$ cat src/sv/oale_pkg.sv
// Shared types and constants of the ordered array list engine.
`default_nettype none

package oale_pkg;

  // Number of list slots, one cell each.
  localparam int CAPACITY = 64;

  // Fixed field widths of the request and result items.
  localparam int KIND_W  = 3;
  localparam int POS_W   = 6;
  localparam int DATA_W  = 32;
  localparam int COUNT_W = 7;

  // Internal widths derived from the capacity.
  localparam int IDX_W   = (CAPACITY > 1) ? $clog2(CAPACITY) : 1;
  localparam int CNT_W   = $clog2(CAPACITY + 1);
  localparam int CMP_W   = (CNT_W > POS_W) ? CNT_W : POS_W;
  localparam int TREE_LVL = $clog2(CAPACITY);
  localparam int TREE_N  = 1 << TREE_LVL;

  // Request kinds.
  typedef enum logic [KIND_W-1:0] {
    K_INSERT     = 3'd0,
    K_REPLACE    = 3'd1,
    K_REMOVE_POS = 3'd2,
    K_REMOVE_VAL = 3'd3,
    K_READ       = 3'd4,
    K_FIND       = 3'd5
  } kind_t;

  // Result status codes.
  typedef enum logic [1:0] {
    ST_OK        = 2'd0,
    ST_BAD_POS   = 2'd1,
    ST_FULL      = 2'd2,
    ST_NOT_FOUND = 2'd3
  } status_t;

  // Update operations broadcast to every cell.
  typedef enum logic [1:0] {
    CELL_HOLD,
    CELL_WRITE,
    CELL_INSERT,
    CELL_REMOVE
  } cell_op_t;

  // Match request broadcast to the cells when an item is accepted.
  typedef struct packed {
    logic                     pos_mode;
    logic [POS_W-1:0]         pos;
    logic signed [DATA_W-1:0] value;
    logic [CNT_W-1:0]         count;
  } srch_t;

  // Update command broadcast to the cells in the apply cycle.
  typedef struct packed {
    cell_op_t                 op;
    logic [IDX_W-1:0]         tgt;
    logic signed [DATA_W-1:0] value;
  } cell_ctl_t;

  // One node of the first-hit selection tree.
  typedef struct packed {
    logic                     hit;
    logic [IDX_W-1:0]         idx;
    logic signed [DATA_W-1:0] data;
  } node_t;

endpackage

`default_nettype wire

$ cat src/sv/oale_cell.sv
// One list cell: holds an entry, flags a hit and shifts with its neighbors.
`default_nettype none

module oale_cell import oale_pkg::*; (
  input  logic                     clk,
  input  logic [IDX_W-1:0]         cell_idx,
  input  srch_t                    srch,
  input  cell_ctl_t                ctl,
  input  logic signed [DATA_W-1:0] left_entry,
  input  logic signed [DATA_W-1:0] right_entry,
  output logic signed [DATA_W-1:0] entry,
  output logic                     leaf_hit
);

  logic signed [DATA_W-1:0] entry_r;
  logic signed [DATA_W-1:0] entry_nxt;

  assign entry = entry_r;

  // A position request hits the addressed cell; a value request hits any
  // filled cell that holds the value.
  always_comb begin
    if (srch.pos_mode) begin
      leaf_hit = (CMP_W'(cell_idx) == CMP_W'(srch.pos));
    end else begin
      leaf_hit = (entry_r == srch.value) && (CMP_W'(cell_idx) < CMP_W'(srch.count));
    end
  end

  // Insert pulls from the left neighbor, remove pulls from the right one.
  always_comb begin
    entry_nxt = entry_r;
    case (ctl.op)
      CELL_WRITE: begin
        if (cell_idx == ctl.tgt) entry_nxt = ctl.value;
      end
      CELL_INSERT: begin
        if (cell_idx == ctl.tgt) entry_nxt = ctl.value;
        else if (cell_idx > ctl.tgt) entry_nxt = left_entry;
      end
      CELL_REMOVE: begin
        if (cell_idx >= ctl.tgt) entry_nxt = right_entry;
      end
      default: begin
        entry_nxt = entry_r;
      end
    endcase
  end

  // Entry storage has no reset; unfilled slots are never reported.
  always_ff @(posedge clk) begin
    entry_r <= entry_nxt;
  end

endmodule

`default_nettype wire

$ cat config.mk
export PLATFORM = sky130hd
export DESIGN_NAME = oale_cell
export DESIGN_NICKNAME = d
export VERILOG_FILES = /design/src/sv/oale_pkg.sv /design/src/sv/oale_cell.sv
export SDC_FILE = /design/constraint.sdc
export NUM_CORES = 1
export LEC_CHECK = 0
export ABC_CLOCK_PERIOD_IN_PS = 4700
export BUFFER_PORTS_ARGS = -buffer_cell sky130_fd_sc_hd__buf_2
export CAP_MARGIN = 20
export CORE_ASPECT_RATIO = 0.75
export CORE_UTILIZATION = 41
export CTS_BUF_LIST = sky130_fd_sc_hd__clkbuf_2
export CTS_CLUSTER_DIAMETER = 120
export DETAILED_ROUTE_END_ITERATION = 10
export PLACE_DENSITY = 0.84
export SYNTH_ARGS = -nofsm -noshare
export SYNTH_HDL_FRONTEND = slang
export SYNTH_SLANG_ARGS = --single-unit
$ cat constraint.sdc
create_clock -name clk -period 4.7 [get_ports clk]
set_input_delay 1.175 -clock clk [delete_from_list [all_inputs] [get_ports clk]]
set_output_delay 1.175 -clock clk [all_outputs]
set_load 0.02 [all_outputs]
### Word level (Yosys, flattened, before mapping)

Index checks and enable logic that the tools add are counted.
W data, S select, Z words.

* $lt $le $gt $ge: 3
* equal/unequal tests: 9
* reduce and logical (&&, ||, !) cells: 3
* multiplexer cells: 6

Operator list (number)
* $mux W32: 4
* $pmux W32 S3: 1
* $eq A32 B32 Y1: 1
* $eq A6 B6 Y1: 2
* $lt A6 B7 Y1: 1
* $ge A6 B6 Y1: 1
* $gt A6 B6 Y1: 1
* $eq A2 B2 Y1 const B: 2
* $ne A2 B2 Y1 const B: 2
* $reduce_and A4 Y1: 1
* $ne A3 B3 Y1 const B: 1
* $reduce_bool A3 Y1: 1
* $eq A2 B1 Y1 const B: 1
* $logic_and A1 B1 Y1: 1
* $mux W1: 1

* word-level logic and storage cells: 22
* register bits: 32
* input bits: 157
* output and inout bits: 33

### Logic depth before layout (Yosys ltp)

* word-level depth: 4
* mapped depth: 8
* gate-level depth less buffers: 7

### Worst setup path after synthesis

OpenSTA, ideal clock, no wires.

* path type: input to register
* start point: input ctl[35] (netlist bit)
* end point: register entry_r[0], in the netlist entry[0] (enable)
* required time: 4.267 ns
* arrival: 3.453 ns
* path slack: 0.814 ns
* library setup time: 0.433 ns
* cell stages on the path: 6
* buffers on the path: 0
* path through: inv_1 > ha_1 > and3_2 > a221o_1 > a21oi_1 > o22ai_1

* longest elaborated chain between the ends: 3
* elaborated cells between the ends (all ways): 7
* classes of those cells: order compare (2); eq/ne (4); reduce/logical (1)

RTL lines
* start: declaration: RTL line oale_cell.sv:8 `input cell_ctl_t ctl,`
* $gt A6 B6 Y1 (tied with other cells): RTL line oale_cell.sv:39 `else if (cell_idx > ctl.tgt) entry_nxt = left_entry;`
* $ne A3 B3 Y1 (no line) or $ne A2 B2 Y1 (tied branches)
* $reduce_and A4 Y1 (no line) *
* end signal: assignment: RTL line oale_cell.sv:52 `entry_r <= entry_nxt;`
* end: declaration: RTL line oale_cell.sv:15 `logic signed [DATA_W-1:0] entry_r;`

Every way passes the cells marked *; elsewhere a longest branch is shown, timed or not.
A chain may end at the register's enable or synchronous reset.

### Worst setup path after layout

* start point: input cell_idx[4]
* end point: output leaf_hit

* longest elaborated chain between the ends: 3
* elaborated cells between the ends (all ways): 4
* classes of those cells: order compare (1); eq/ne (1); mux (1); reduce/logical (1)

RTL lines
* start: declaration: RTL line oale_cell.sv:6 `input logic [IDX_W-1:0] cell_idx,`
* $lt A6 B7 Y1: RTL line oale_cell.sv:26 `leaf_hit = (entry_r == srch.value) && (CMP_W'(cell_idx) < CMP_W'(srch.count));`
* $logic_and A1 B1 Y1: RTL line oale_cell.sv:26
* $mux W1 *: RTL line oale_cell.sv:23 `if (srch.pos_mode) begin`
* end: declaration: RTL line oale_cell.sv:12 `output logic leaf_hit`

Marks and branches as above.

==> reports/qor.yml <==
clock_tree:
  cts_tree: "done"
  clk_pin_slew_ns: 0.18
  htree_levels: 2
  cts_setup_buffers: 0
  clockBufferDepth: 2
  cts.repair.resized: 0
  ctsHoldBuffers: 0
  cts_sinks: 32
  cts_buffers: 5
  clockRootBuffer: "clkbuf_2"
run:
  cap_viol_max_count: 0
placement:
  numPortBuffers: 189
  dpl.hpwl_microns: 6020
  gp_congestion: 0.772
  placedCellCount: 487
  pre_cts_slack_ns: 0.884
  placement.cell_area_sq_um: 3320
synth:
  syn_nets: 407
  synth_seq_cells: 32
  synth_top_flop_cell: "edfxtp_1"
  ys_warn_count: 0
  synth_edf_count: 32
  synthesis.area_sq_um: 2360
  yosysSeqAreaShare_pct: 40.8
  synth_cell_type_count: 27
  async_flop_share_pct: 0
  avgSynthCellArea_sq_um: 9.86
  syn_inst: 239
worst_setup_path:
  critPathRequiredTime_ns: 3.52
  start_kind: "primary input"
  path_class: "in -> out"
  worst-path-max-fanout: 3
  crit_arrival_ns: 2.61
  endpoint_kind: "output port"
global_routing:
  met1_usage_pct: 28.4
  grt_start_max_net_pins: 37
  grt_pass1_wl_microns: 11000
  grt_pass1_vias: 2429
  grt-ovfl-total: 0
  use_met2_pct: 45.2
  grt_antenna_before_repair: 0
  grt_use_total_pct: 24.5
  grt-busiest-layer: "met2"
  grt_util_met3_pct: 5.87
timing:
  fin_crit_ns: 3.79
  finalCritPeriodShare_pct: 80.6
  finalSetupViolations: 0
  worst_slew_pin_slew_ns: 1.08
  whs_ns: 1.15
  maxSlewHeadroom_pct: 27.9
  drv_slew: 0
  setup_ws_ns: 0.911
  fin_tns_setup_ns: 0
  max_clock_freq_ghz: 0.264
  hold_viol: 0
  grt_setup_unrepaired: "no"
route:
  drt_iter0_markers: 155
  drt_wl_total_microns: 7850
  dr_total_vias: 2741
  wl_per_cell_microns: 15.8
  drc: 0
  via_per_inst: 5.53
  antenna_left: 0
  firstDrtPassIters: 4
pwr:
  power_density_nw_per_um2: 253
  ir_worst_vdd_uv: 145
  p_leak_nw: 1.57
cells_and_area:
  largest_reg_flops: 32
  fin_cells: 496
  final_area_sq_um: 3400
  layout_common_cells: "buf_2 (189), o22ai_1 (64), a21oi_1 (35), edfxtp_1 (32)"
  num-fill-cells: 472
  diodes: 0
  final_common_cell: "buf_2"
  drive_gt1_share_pct: 47.5
  syn2layout_area_growth_pct: 44.3
  fin_nets: 588
die:
  initial_core_util_pct: 43.3
  std_cell_rows: 23
  core_region_area_sq_um: 5440
  fp.dieW_microns: 89.6
  dieHeight_microns: 67.7
  die_area_sq_um: 6060
  ioPinCount: 190
hold_path:
  whs_path_depth: 3
  hold_path.class: "in -> reg"
run_status:
  status: "finished clean"
synthesized netlist by cell type, drive strengths merged, types with 2 or more instances:
master   n  area share [%]
inv     14             2.2
nand3    2            0.42
nor4     4             1.1
nand2    2            0.64
o22ai   65              17
a21oi   35             7.4
xnor2   19             7.1
xor2    19             7.1
nand2b   2            0.53
clkbuf   9             1.4
ha      11             5.8
edfxtp  32              41
nand4    7             2.5
a21o     2            0.64
buf      7             2.3
logic make-up (layout without fill, tap and decap cells):
family                     Yosys count  after routing  share of synthesized area [%]
AOI/OAI and AO/OA                  107            107                           27.0
xor gates and xnor gates            38             38                           14.1
buffers and inverters               30            212                           5.94
and+or+nand+nor                     21             21                           6.32
adders and majority gates           11             11                           5.84
DFF                                 32             32                           40.8
area by class of cell:
class	count	area (sq um)	share of cell area, %
Inverter	14	52.6	1.55
Sequential cell	32	961	28.3
Timing Repair Buffer	190	961	28.3
Clock buffer	5	25.0	0.736
Tap cell	75	93.8	2.76
Multi-Input combinational cell	177	1270	37.3
Clock inverter	3	37.5	1.10
layer usage:
layer	up-vias	wire, microns
met4	0	92
met2	140	4110
met1	1276	3130
met3	12	521
met5	-	0
li1	1313	-
worst paths after layout:
check | startpoint | to | slack, ns
worst max-delay path | cell_idx[4] | leaf_hit | 0.91
worst min-delay path | right_entry[11] | entry[11] | 1.15
per-stage QoR:
| step | utilization, % | power [mW] |
|---|---|---|
| finish | 62.5 | 0.860 |
| global route | 62.5 | 0.910 |
| CTS | 62.2 | 0.865 |
| detailed placement | 61.1 | 0.681 |
| global placement | 61.1 | 0.672 |
| floorplan | - | 0.548 |
report_power, final:
part | switching (mW) | total (mW) | internal (mW)
logic | 0.164 | 0.296 | 0.132
registers | 0.0225 | 0.381 | 0.358
clock network | 0.0961 | 0.183 | 0.0869
worst max-delay path, stage by stage:
cell       delay, ns
buf_2           0.13
ha_1            0.31
a21oi_1         0.15
nor3b_1         0.07
a2111oi_0       0.35
nand3_1         0.11
o21ai_0         0.14
buf_2           0.18
(Power assumes the default switching activity.)
